[src/hw/rtl/orff_pkg.sv]
// Shared types and constants of the open reading frame finder.
package orff_pkg;

   // Reset values of the codon masks: ATG start; TAA, TAG and TGA stop.
   localparam logic [63:0] START_MASK_RESET = 64'd16384;
   localparam logic [63:0] STOP_MASK_RESET  = 64'd73464968921481216;

   // Configuration register indexes.
   localparam logic CSR_START_MASK = 1'b0;
   localparam logic CSR_STOP_MASK  = 1'b1;

   // Number of frames and entries of the command queue.
   localparam int FRAME_COUNT = 3;
   localparam int QUEUE_DEPTH = 4;

   // What the front end asks the back end to do with one codon.
   typedef enum logic [1:0] {
      CMD_NONE  = 2'd0,
      CMD_START = 2'd1,
      CMD_STOP  = 2'd2
   } cmd_kind_type;

   // Control part of one command; the position travels beside it.
   typedef struct packed {
      cmd_kind_type kind;
      logic [1:0]   frame;
      logic         clear;
   } cmd_ctl_type;

   // Back end sequencer states.
   typedef enum logic [2:0] {
      S_IDLE = 3'b001,
      S_READ = 3'b010,
      S_SHOW = 3'b100
   } back_state_type;

endpackage

[src/hw/rtl/orff_front.sv]
// Front end: takes bases, forms codons and classifies them into commands.
module orff_front
   import orff_pkg::*;
#(
   parameter int POSITION_WIDTH = 32
) (
   input  logic                      clock,
   input  logic                      reset,
   input  logic                      req_valid,
   output logic                      req_ready,
   input  logic [1:0]                req_base,
   input  logic                      req_last_base,
   input  logic                      csr_write_enable,
   input  logic                      csr_index,
   input  logic [63:0]               csr_write_data,
   output logic                      cmd_valid,
   input  logic                      cmd_ready,
   output cmd_ctl_type               cmd_ctl,
   output logic [POSITION_WIDTH-1:0] cmd_pos
);

   logic [3:0]                window_ff;
   logic [POSITION_WIDTH-1:0] pos_ff;
   logic [1:0]                frame_ff;
   logic [1:0]                fill_ff;
   logic [63:0]               start_mask_ff;
   logic [63:0]               stop_mask_ff;

   logic [5:0]   codon;
   logic [1:0]   frame_next;
   logic         codon_ok;
   logic         accept;
   cmd_kind_type kind;

   // A base is taken whenever the queue has room for its command.
   assign req_ready = cmd_ready;
   assign accept    = req_valid && req_ready;

   // Codon of the two held bases and the new one, and the frame of its start.
   always_comb begin
      codon    = {window_ff, req_base};
      codon_ok = (fill_ff == 2'd2);
      case (frame_ff)
         2'd0:    frame_next = 2'd1;
         2'd1:    frame_next = 2'd2;
         default: frame_next = 2'd0;
      endcase
   end

   // Classification; a start takes precedence over a stop.
   always_comb begin
      if (codon_ok && start_mask_ff[codon]) begin
         kind = CMD_START;
      end else if (codon_ok && stop_mask_ff[codon]) begin
         kind = CMD_STOP;
      end else begin
         kind = CMD_NONE;
      end
   end

   // A command goes out for every start or stop codon and for the last base.
   always_comb begin
      cmd_valid     = accept && ((kind != CMD_NONE) || req_last_base);
      cmd_ctl.kind  = kind;
      cmd_ctl.frame = frame_next;
      cmd_ctl.clear = req_last_base;
      cmd_pos       = (kind == CMD_START) ? (pos_ff - POSITION_WIDTH'(2)) : pos_ff;
   end

   // Window, position and frame tracking; the last base returns all to zero.
   always_ff @(posedge clock) begin
      if (reset) begin
         window_ff <= '0;
         pos_ff    <= '0;
         frame_ff  <= '0;
         fill_ff   <= '0;
      end else if (accept) begin
         if (req_last_base) begin
            window_ff <= '0;
            pos_ff    <= '0;
            frame_ff  <= '0;
            fill_ff   <= '0;
         end else begin
            window_ff <= {window_ff[1:0], req_base};
            pos_ff    <= pos_ff + POSITION_WIDTH'(1);
            frame_ff  <= frame_next;
            if (fill_ff != 2'd2) begin
               fill_ff <= fill_ff + 2'd1;
            end
         end
      end
   end

   // Codon mask registers.
   always_ff @(posedge clock) begin
      if (reset) begin
         start_mask_ff <= START_MASK_RESET;
         stop_mask_ff  <= STOP_MASK_RESET;
      end else if (csr_write_enable) begin
         unique case (csr_index)
            CSR_START_MASK: start_mask_ff <= csr_write_data;
            CSR_STOP_MASK:  stop_mask_ff  <= csr_write_data;
            default:        ;
         endcase
      end
   end

endmodule

[src/hw/rtl/orff_queue.sv]
// Short command queue between the front end and the back end.
module orff_queue
   import orff_pkg::*;
#(
   parameter int WIDTH = 37
) (
   input  logic             clock,
   input  logic             reset,
   input  logic             in_valid,
   output logic             in_ready,
   input  logic [WIDTH-1:0] in_data,
   output logic             out_valid,
   input  logic             out_ready,
   output logic [WIDTH-1:0] out_data
);

   localparam int PW = $clog2(QUEUE_DEPTH);
   localparam int CW = $clog2(QUEUE_DEPTH + 1);

   logic [WIDTH-1:0] entry_ff [0:QUEUE_DEPTH-1];
   logic [PW-1:0]    wr_ptr_ff;
   logic [PW-1:0]    rd_ptr_ff;
   logic [CW-1:0]    count_ff;
   logic             push;
   logic             pop;

   always_comb begin
      in_ready  = (count_ff != CW'(QUEUE_DEPTH));
      out_valid = (count_ff != '0);
      push      = in_valid && in_ready;
      pop       = out_valid && out_ready;
      out_data  = entry_ff[rd_ptr_ff];
   end

   // Entry storage.
   always_ff @(posedge clock) begin
      if (push) begin
         entry_ff[wr_ptr_ff] <= in_data;
      end
   end

   // Pointers and fill level.
   always_ff @(posedge clock) begin
      if (reset) begin
         wr_ptr_ff <= '0;
         rd_ptr_ff <= '0;
         count_ff  <= '0;
      end else begin
         if (push) begin
            wr_ptr_ff <= (wr_ptr_ff == PW'(QUEUE_DEPTH - 1)) ? '0 : wr_ptr_ff + PW'(1);
         end
         if (pop) begin
            rd_ptr_ff <= (rd_ptr_ff == PW'(QUEUE_DEPTH - 1)) ? '0 : rd_ptr_ff + PW'(1);
         end
         case ({push, pop})
            2'b10:   count_ff <= count_ff + CW'(1);
            2'b01:   count_ff <= count_ff - CW'(1);
            default: ;
         endcase
      end
   end

endmodule

[src/hw/rtl/orff_back.sv]
// Back end: keeps the pending starts per frame and emits ORFs on stop codons.
module orff_back
   import orff_pkg::*;
#(
   parameter int PENDING_DEPTH  = 32,
   parameter int POSITION_WIDTH = 32
) (
   input  logic                      clock,
   input  logic                      reset,
   input  logic                      cmd_valid,
   output logic                      cmd_ready,
   input  cmd_ctl_type               cmd_ctl,
   input  logic [POSITION_WIDTH-1:0] cmd_pos,
   output logic                      rsp_valid,
   input  logic                      rsp_ready,
   output logic [31:0]               rsp_orf_start,
   output logic [31:0]               rsp_orf_end,
   output logic [1:0]                rsp_frame,
   output logic                      rsp_run_last,
   output logic                      rsp_starts_dropped
);

   localparam int KW        = (PENDING_DEPTH > 1) ? $clog2(PENDING_DEPTH) : 1;
   localparam int CW        = $clog2(PENDING_DEPTH + 1);
   localparam int AW        = KW + 2;
   localparam int MEM_DEPTH = FRAME_COUNT * (2 ** KW);

   back_state_type state_ff;
   back_state_type state_in;

   logic [POSITION_WIDTH-1:0] pend_mem [0:MEM_DEPTH-1];
   logic [POSITION_WIDTH-1:0] rd_data_ff;

   logic [CW-1:0]             count_ff [0:FRAME_COUNT-1];
   logic                      ovf_ff   [0:FRAME_COUNT-1];

   logic [1:0]                run_frame_ff;
   logic [POSITION_WIDTH-1:0] run_end_ff;
   logic [CW-1:0]             run_cnt_ff;
   logic                      run_ovf_ff;
   logic [KW-1:0]             k_ff;

   logic [31:0]               out_start_ff;
   logic [31:0]               out_end_ff;
   logic [1:0]                out_frame_ff;
   logic                      out_last_ff;
   logic                      out_dropped_ff;

   logic                      pop;
   logic                      is_start;
   logic                      is_stop;
   logic                      has_room;
   logic                      wr_en;
   logic                      rd_en;
   logic [AW-1:0]             wr_addr;
   logic [AW-1:0]             rd_addr;
   logic                      run_done;
   logic [POSITION_WIDTH+31:0] start_wide;
   logic [POSITION_WIDTH+31:0] end_wide;

   // Command decode and memory port control.
   always_comb begin
      cmd_ready = (state_ff == S_IDLE);
      pop       = cmd_valid && cmd_ready;
      is_start  = (cmd_ctl.kind == CMD_START);
      is_stop   = (cmd_ctl.kind == CMD_STOP);
      has_room  = (count_ff[cmd_ctl.frame] < CW'(PENDING_DEPTH));
      wr_en     = pop && is_start && has_room;
      wr_addr   = {cmd_ctl.frame, count_ff[cmd_ctl.frame][KW-1:0]};
      run_done  = ((CW + 1)'(k_ff) + (CW + 1)'(1)) == (CW + 1)'(run_cnt_ff);
      rd_en     = (pop && is_stop) || ((state_ff == S_SHOW) && rsp_ready && !out_last_ff);
      if (state_ff == S_IDLE) begin
         rd_addr = {cmd_ctl.frame, KW'(0)};
      end else begin
         rd_addr = {run_frame_ff, k_ff + KW'(1)};
      end
      start_wide = {32'd0, rd_data_ff};
      end_wide   = {32'd0, run_end_ff};
   end

   // Sequencer: a start or an empty stop is handled in S_IDLE; each ORF passes S_READ and S_SHOW.
   always_comb begin
      state_in = state_ff;
      unique case (state_ff)
         S_IDLE: begin
            if (pop && is_stop && (count_ff[cmd_ctl.frame] != '0)) begin
               state_in = S_READ;
            end
         end
         S_READ: begin
            state_in = S_SHOW;
         end
         S_SHOW: begin
            if (rsp_ready) begin
               state_in = out_last_ff ? S_IDLE : S_READ;
            end
         end
         default: begin
            state_in = S_IDLE;
         end
      endcase
   end

   // Pending start storage with a registered read port.
   always_ff @(posedge clock) begin
      if (wr_en) begin
         pend_mem[wr_addr] <= cmd_pos;
      end
      if (rd_en) begin
         rd_data_ff <= pend_mem[rd_addr];
      end
   end

   // Sequencer state, per-frame fill counts and overflow flags.
   always_ff @(posedge clock) begin
      if (reset) begin
         state_ff <= S_IDLE;
         for (int i = 0; i < FRAME_COUNT; i++) begin
            count_ff[i] <= '0;
            ovf_ff[i]   <= 1'b0;
         end
      end else begin
         state_ff <= state_in;
         if (pop) begin
            if (is_start) begin
               if (has_room) begin
                  count_ff[cmd_ctl.frame] <= count_ff[cmd_ctl.frame] + CW'(1);
               end else begin
                  ovf_ff[cmd_ctl.frame] <= 1'b1;
               end
            end else if (is_stop) begin
               count_ff[cmd_ctl.frame] <= '0;
               ovf_ff[cmd_ctl.frame]   <= 1'b0;
            end
            // The last base of a sequence drops every pending start.
            if (cmd_ctl.clear) begin
               for (int i = 0; i < FRAME_COUNT; i++) begin
                  count_ff[i] <= '0;
                  ovf_ff[i]   <= 1'b0;
               end
            end
         end
      end
   end

   // Run context captured whenever a stop is taken; the ORF index steps on each shown ORF.
   always_ff @(posedge clock) begin
      if (pop && is_stop) begin
         run_frame_ff <= cmd_ctl.frame;
         run_end_ff   <= cmd_pos;
         run_cnt_ff   <= count_ff[cmd_ctl.frame];
         run_ovf_ff   <= ovf_ff[cmd_ctl.frame];
         k_ff         <= '0;
      end else if ((state_ff == S_SHOW) && rsp_ready && !out_last_ff) begin
         k_ff <= k_ff + KW'(1);
      end
   end

   // Output register, loaded from the read data.
   always_ff @(posedge clock) begin
      if (state_ff == S_READ) begin
         out_start_ff   <= start_wide[31:0];
         out_end_ff     <= end_wide[31:0];
         out_frame_ff   <= run_frame_ff;
         out_last_ff    <= run_done;
         out_dropped_ff <= run_ovf_ff;
      end
   end

   always_comb begin
      rsp_valid          = (state_ff == S_SHOW);
      rsp_orf_start      = out_start_ff;
      rsp_orf_end        = out_end_ff;
      rsp_frame          = out_frame_ff;
      rsp_run_last       = out_last_ff;
      rsp_starts_dropped = out_dropped_ff;
   end

endmodule

[src/hw/rtl/open_reading_frame_finder.sv]
// Top level of the three-frame open reading frame finder.
// One nucleotide transfer is taken per cycle as long as the four-entry command
// queue between the front end and the back end has room. The back end handles
// a start codon, and a stop codon with no pending start, in its idle state. A
// stop codon with pending starts is followed, for each ORF, by a read of the
// pending-start memory and the result transfer, which waits while the result
// side is not ready; the back end takes no new command until the last ORF has
// left. Each ORF passes the registered memory read and output register. ORFs
// leave in the order of their stop codons, oldest start first within one stop.
module open_reading_frame_finder
   import orff_pkg::*;
#(
   parameter int PENDING_DEPTH  = 32,
   parameter int POSITION_WIDTH = 32
) (
   input  logic        clock,
   input  logic        reset,
   input  logic        req_valid,
   output logic        req_ready,
   input  logic [1:0]  req_base,
   input  logic        req_last_base,
   output logic        rsp_valid,
   input  logic        rsp_ready,
   output logic [31:0] rsp_orf_start,
   output logic [31:0] rsp_orf_end,
   output logic [1:0]  rsp_frame,
   output logic        rsp_run_last,
   output logic        rsp_starts_dropped,
   input  logic        csr_write_enable,
   input  logic        csr_index,
   input  logic [63:0] csr_write_data
);

   localparam int QW = $bits(cmd_ctl_type) + POSITION_WIDTH;

   logic                      fr_valid;
   logic                      fr_ready;
   cmd_ctl_type               fr_ctl;
   logic [POSITION_WIDTH-1:0] fr_pos;
   logic                      bk_valid;
   logic                      bk_ready;
   cmd_ctl_type               bk_ctl;
   logic [POSITION_WIDTH-1:0] bk_pos;
   logic [QW-1:0]             q_in;
   logic [QW-1:0]             q_out;

   assign q_in             = {fr_ctl, fr_pos};
   assign {bk_ctl, bk_pos} = q_out;

   orff_front #(
      .POSITION_WIDTH(POSITION_WIDTH)
   ) u_front (
      .clock           (clock),
      .reset           (reset),
      .req_valid       (req_valid),
      .req_ready       (req_ready),
      .req_base        (req_base),
      .req_last_base   (req_last_base),
      .csr_write_enable(csr_write_enable),
      .csr_index       (csr_index),
      .csr_write_data  (csr_write_data),
      .cmd_valid       (fr_valid),
      .cmd_ready       (fr_ready),
      .cmd_ctl         (fr_ctl),
      .cmd_pos         (fr_pos)
   );

   orff_queue #(
      .WIDTH(QW)
   ) u_queue (
      .clock    (clock),
      .reset    (reset),
      .in_valid (fr_valid),
      .in_ready (fr_ready),
      .in_data  (q_in),
      .out_valid(bk_valid),
      .out_ready(bk_ready),
      .out_data (q_out)
   );

   orff_back #(
      .PENDING_DEPTH (PENDING_DEPTH),
      .POSITION_WIDTH(POSITION_WIDTH)
   ) u_back (
      .clock             (clock),
      .reset             (reset),
      .cmd_valid         (bk_valid),
      .cmd_ready         (bk_ready),
      .cmd_ctl           (bk_ctl),
      .cmd_pos           (bk_pos),
      .rsp_valid         (rsp_valid),
      .rsp_ready         (rsp_ready),
      .rsp_orf_start     (rsp_orf_start),
      .rsp_orf_end       (rsp_orf_end),
      .rsp_frame         (rsp_frame),
      .rsp_run_last      (rsp_run_last),
      .rsp_starts_dropped(rsp_starts_dropped)
   );

endmodule

[config.mk]
export PLATFORM = sky130hd
export DESIGN_NAME = open_reading_frame_finder
export DESIGN_NICKNAME = d
export VERILOG_FILES = /design/src/hw/rtl/orff_pkg.sv /design/src/hw/rtl/orff_front.sv /design/src/hw/rtl/orff_queue.sv /design/src/hw/rtl/orff_back.sv /design/src/hw/rtl/open_reading_frame_finder.sv
export SDC_FILE = /design/constraint.sdc
export NUM_CORES = 2
export LEC_CHECK = 0
export CAP_MARGIN = 20
export CORE_ASPECT_RATIO = 0.8
export CORE_MARGIN = 2
export CORE_UTILIZATION = 40
export CTS_BUF_LIST = sky130_fd_sc_hd__clkbuf_8
export DETAILED_ROUTE_END_ITERATION = 8
export DONT_BUFFER_PORTS = 1
export GPL_TIMING_DRIVEN = 1
export PLACE_DENSITY = 0.54
export SYNTH_ARGS = -nofsm -noshare
export SYNTH_HDL_FRONTEND = slang
export SYNTH_SLANG_ARGS = --single-unit
[constraint.sdc]
create_clock -name clock -period 5.9 [get_ports clock]
set_clock_uncertainty 0.2 [all_clocks]
set_input_delay 0.885 -clock clock [delete_from_list [all_inputs] [get_ports clock]]
set_output_delay 0.885 -clock clock [all_outputs]
set_load 0.05 [all_outputs]
======== Word-level counts from Yosys, hierarchy flattened ========
Memory sizes are Yosys's and may differ from the RTL's. A register that Yosys moved wholly into a read port is not among the register bits.
Index checks and enable logic that the tools add are counted.
storage, ports and cells
  memories kept ........................... 4
  output and inout port bits .............. 70
  bits in registers ....................... 291
  bits in latches ......................... 0
  input bits .............................. 73
  bits in writable memories ............... 3241
  memory bits (read-only) ................. 0
  logic and storage cells ................. 190
memory list
  memory            depth  width  rd ports  clocked after Yosys merged registers in  wr ports  RTL line          source
  u_back.pend_mem   96     32     1         1                                        1         orff_back.sv:31   logic [POSITION_WIDTH-1:0] pend_mem [0:MEM_DEPTH-1];
  u_queue.entry_ff  4      37     1         1                                        1         orff_queue.sv:20  logic [WIDTH-1:0] entry_ff [0:QUEUE_DEPTH-1];
  u_back.count_ff   3      6      1         0                                        4         orff_back.sv:34   logic [CW-1:0] count_ff [0:FRAME_COUNT-1];
  u_back.ovf_ff     3      1      1         1                                        4         orff_back.sv:35   logic ovf_ff [0:FRAME_COUNT-1];
cells by class
  reductions and logical operators ........ 25
  order comparisons ....................... 2
  add/subtract/negate cells ............... 10
  divide/modulo/power cells ............... 0
  bitwise gates (word level) .............. 45
  multiply operators ...................... 0
  equal/unequal tests ..................... 29
  muxes and demuxes ....................... 56
  shift-type cells ........................ 0
operator list
  operator                                            number
  two-way mux 32 bit                                  2
  == test 2 bit, second input constant                17
  adder 32 x 1 -> 32 bit, second input constant       1
  subtractor 32 x 2 -> 32 bit, second input constant  1
  two-way mux 1 bit                                   31
  bitwise AND 1 bit                                   24
  two-way mux 6 bit                                   4
  two-way mux 2 bit                                   10
  inverter 1 bit                                      13
  binary-select mux 1 bit (select 6 bit)              2
  logical AND 1 bit                                   12
  one-hot mux 3 bit (3 select lines)                  1
  == test 2 x 1 -> 1 bit, second input constant       4
  bitwise OR 1 bit                                    8
  AND reduction 2 bit                                 4
  == test 7 x 6 -> 1 bit                              1
  < comparator 6 x 7 -> 1 bit, second input constant  1
  two-way mux 7 bit                                   1
  adder 2 x 1 -> 2 bit, second input constant         3
  adder 5 x 1 -> 6 bit, second input constant         1
  adder 6 x 1 -> 6 bit, second input constant         1
  < comparator 6 bit, second input constant           1
  two-way mux 3 bit                                   2
  one-hot mux 3 bit (2 select lines)                  1
  17 further kinds                                    21

======== Depth between registers and ports, before layout ========
  depth after elaboration ................. 11
  depth in mapped cells ................... 16
  gate-level depth less buffers ........... 14

======== Hierarchy ========
From an unflattened synthesis, not the netlist that was laid out.
unflattened totals
  cell total of the unflattened synthesis .. 8854
  area, all modules ....................... 141604.6 sq um
modules (own cells, without submodules)
  module      instances  seq. area each (sq um)  cells an instance  area each (sq um)
  orff_back   1          97483.5                 7599               127394.7
  orff_front  1          3363.2                  1010               8384.3
  orff_queue  1          4624.4                  245                5825.6

======== Least setup slack after synthesis ========
OpenSTA, ideal clock, no wires.
  path kind ............................... reg2reg
  from .................................... register (tool-made name)
  to ...................................... memory u_back.pend_mem[39][0], enable pin
  slack ................................... 1.451 ns
  arrival time ............................ 3.827 ns
  buffers on the path ..................... 3
  data required time ...................... 5.279 ns
  period minus slack after synthesis ...... 4.449 ns
  cell stages (with the launch flop) ...... 9
  setup time .............................. 0.421 ns
  cells stage by stage .................... dfxtp_1 > buf_2 > mux4_2 > buf_2 > mux4_2 > nand2b_1 > or2_2 > clkbuf_1 > nor2_1
RTL lines
  item       RTL line
  to (decl)  orff_back.sv:31

======== Worst setup path after layout ========
  from .................................... register u_back.k_ff[0]
  to ...................................... register u_back.rd_data_ff[28] (read register of u_back.pend_mem), data pin
on the way
  longest elaborated chain between the ends .. 2
RTL lines
  item                    RTL line          source
  from (decl)             orff_back.sv:41   logic [KW-1:0] k_ff;
  from (signal assigned)  orff_back.sv:155  k_ff <= k_ff + KW'(1);
  adder 5 x 1 -> 5 bit    orff_back.sv:75   rd_addr = {run_frame_ff, k_ff + KW'(1)};
  two-way mux 7 bit       orff_back.sv:72   if (state_ff == S_IDLE) begin
  to (decl)               orff_back.sv:32   logic [POSITION_WIDTH-1:0] rd_data_ff;
No other way between the ends.
A chain may end at the register's enable or synchronous reset.

==> metrics.txt <==
Root Driver clkbuf_8; gr ovfl total 0; die height 533.4 um; Worst Setup Slack, final 0.8809 ns; drt first pass iters 6; post-route minimum period 5.019 ns; syn_area_per_cell 14.26 um2; Clk Latency, worst-skew pair 1.09 ns; Buf/Inv on CP 3; Hold Buf Count CTS 79; # IOs 143; syn nets 9,916; highest routed layer met5; Fin Setup TNS 0 ns; fin crit share 85.07%; number of synthesized flops with an enable pin 3,389; via count 92,690; Met3 Wirelength 57,150 um; first-pass GRT wire length 687,200 um; Post-synth top cells 3,389 x edfxtp_1, 1,781 x nand2_1, 672 x nand3_1; Port Buffers 0; CTS tree yes; residual DRC count 0; final wirelength 496,300 um; worst path required time 6.63 ns; placed inst area 148,400 um2; htree depth 6; cell row count 194; largest net degree at the start of global routing 144; fill count 30,730; reg-to-reg startpoint u_back.k_ff[0]; vias in the first global route 88,660; most frequent cell after synthesis edfxtp_1; sequential fraction of the synthesis area 75.26%; CP endpoint kind flop; CP peak stage delay 0.80 ns; cells after synthesis 9,829; CP max stage cell nor2_4; DRT antenna net count 0; crit path cell chain ha_1 -> xnor2_2 -> buf_4 -> nor2_4 -> buf_12 -> buf_4 -> o221ai_1 -> o211ai_1 -> a21oi_1 -> nor3_1 -> o21ai_0 -> nand3_1; Place WS 0.6901 ns; Seq. cell area 105,500 um2; hpwl dp 284,300 um; Slew Viols, Final 0; final instance area 159,200 um2; CP Class flop to flop; Reg clk slew, reported paths 0.07 ns; Hold Startpoint reset; Yosys top cell area share 72.62%; WP data arrival 5.74 ns; leading area contributor after synthesis edfxtp_1; Top delay family on crit path simple AND/OR/NAND/NOR gates; Peak Freq 0.1992 GHz; worst IR drop on VDD 0.3764 mV; Area Overhead vs Synth 13.62%; RSZ-0062 raised after global routing false; met2 WL 215,900 um; top cells by area, synth edfxtp_1 73%, nand2_1 4.8%, dfxtp_1 2.6%; Rel. slew slack 16.88%; # clock sinks 3,574; CP dominant cell by count buf_4; initial antenna violation count 51; cts repair resizes 0; Leak 51.45 nW; share of layout cells above drive strength 1 13.07%; routability cong. 0.8965; worst hold slack 0.1005 ns; Multi-input gate area 32,730 um2; CP Launch Point u_back.k_ff[0]; M1 WL 204,900 um; Post-Syn Area 140,100 um2; die width 665.8 um; Yosys warning count 0; number of synthesized register bits 3,574; CTS max path bufs 4; top_reg_cell synth edfxtp_1; r2r setup slk 0.88 ns; Hold WC Path Type primary input to flop; Initial Utilization 40.18%; worst-path fanout max 51; nets@finish 10,300; Post-CTS Setup Bufs 0; Netlist cell types 82; status completed; die footprint 355,100 um2; Setup crit start kind flop; WL/cell 32.58 um; Power Dens Cells 451.9 nW/um2; setup violators final 0; worst slew pin tran 1.239 ns; TritonCTS buffer count 567; Total GRT Usage 27.16%; Iter 0 DRT Violations 13,410; Async S/R FF share, synth 0%; core area 348,800 um2; max-cap violations 0; final hold vios 0; vias per inst 6.084
## sequential cells by signal, indices dropped and copies added, names as in the netlist, 3 cells and up, named ones only
| name | flops |
|---|---|
| u_back.ovf_ff | 4 |
| u_back.count_ff | 24 |
| u_back.rsp_orf_end | 32 |
| u_queue.entry_ff | 148 |
| u_front.pos_ff | 32 |
| u_back.run_end_ff | 32 |
| u_back.pend_mem | 3072 |
| u_queue.count_ff | 3 |
| u_back.rsp_orf_start | 32 |
| u_back.state_ff | 3 |
| u_back.run_cnt_ff | 6 |
| u_front.window_ff | 4 |
| u_back.k_ff | 5 |
| u_front.stop_mask_ff | 64 |
| u_front.start_mask_ff | 64 |
| u_back.rd_data_ff | 32 |
## area by class of cell
| class | count | area share [%] |
|---|---|---|
| Sequential cell | 3574 | 66.24 |
| Multi-Input combinational cell | 5505 | 20.56 |
| Clock buffer | 593 | 5.126 |
| Tap cell | 4606 | 3.619 |
| Timing Repair Buffer | 537 | 3.276 |
| Clock inverter | 369 | 1.068 |
| Inverter | 32 | 0.08172 |
| Antenna cell | 19 | 0.02986 |
## per-stage QoR
stage,power [W],utilization [%],cells
floorplan,0.04148,-,9829
global placement,0.05220,42.50,14150
detailed placement,0.05251,42.55,14170
CTS,0.07165,45.61,15210
global route,0.07401,45.64,15220
finish,0.07195,45.65,15240
## layer usage
layer | vias up | global-route usage [%]
met5 | - | 0
met4 | 24 | 9.533
met3 | 893 | 7.061
met2 | 5624 | 40.14
met1 | 47550 | 38.82
li1 | 38610 | -
## kinds of logic (layout without fill, tap and decap cells)
group	after synthesis	count (layout)	synth area share, %
compound gates	1839	1839	8.808
xor+xnor	73	73	0.4562
fa+ha+maj	14	14	0.1304
buf+inv	750	1531	2.145
flops	3574	3574	75.26
mux	303	303	2.877
other cells	0	19	0
simple gates	3276	3276	10.32
## power breakdown
part | total (W) | switching, W | internal, W
Combinational | 0.0214 | 0.0163 | 0.00505
Clock | 0.0193 | 0.00987 | 0.00945
Sequential | 0.0313 | 0.000441 | 0.0308
Total | 0.0720 | 0.0266 | 0.0453
## worst paths after layout
kind                                             endpoint  cells past startpoint
worst max-delay path                u_back.rd_data_ff[28]                     12
worst min-delay path            u_front.start_mask_ff[54]                      2
worst min register to register     u_back.rsp_orf_end[28]                      0
worst max register to register      u_back.rd_data_ff[28]                     12
## worst reg2reg max path: cells and delay by family (launching register included)
family / cells / cell delay [ns]
XOR/XNOR: 1 / 0.19
AND/OR/NAND/NOR: 3 / 1.77
adder cells (fa/ha/maj): 1 / 0.32
buffers and inverters: 3 / 0.94
flip-flops: 1 / 0.38
AO/OA/AOI/OAI: 4 / 1.08
## cell usage in the layout, fill, tap and decap left out, types with 38 or more instances in the layout
cell type,count
a21oi_1,399
nor2_4,102
buf_4,371
o21ai_0,229
dlygate4sd3_1,78
o22ai_1,163
clkinv_1,103
a311oi_1,76
edfxtp_1,3389
o221ai_1,162
inv_1,222
dfxtp_1,182
or3_1,185
clkbuf_8,593
mux2i_1,216
and3_1,96
o211ai_1,227
nor2_1,169
nand3_1,671
mux4_2,47
a31oi_1,191
nor3_1,113
nand2_1,1771
xnor2_1,38
a211oi_1,187
buf_12,76
No activity file was read; power rests on OpenSTA's default activity.
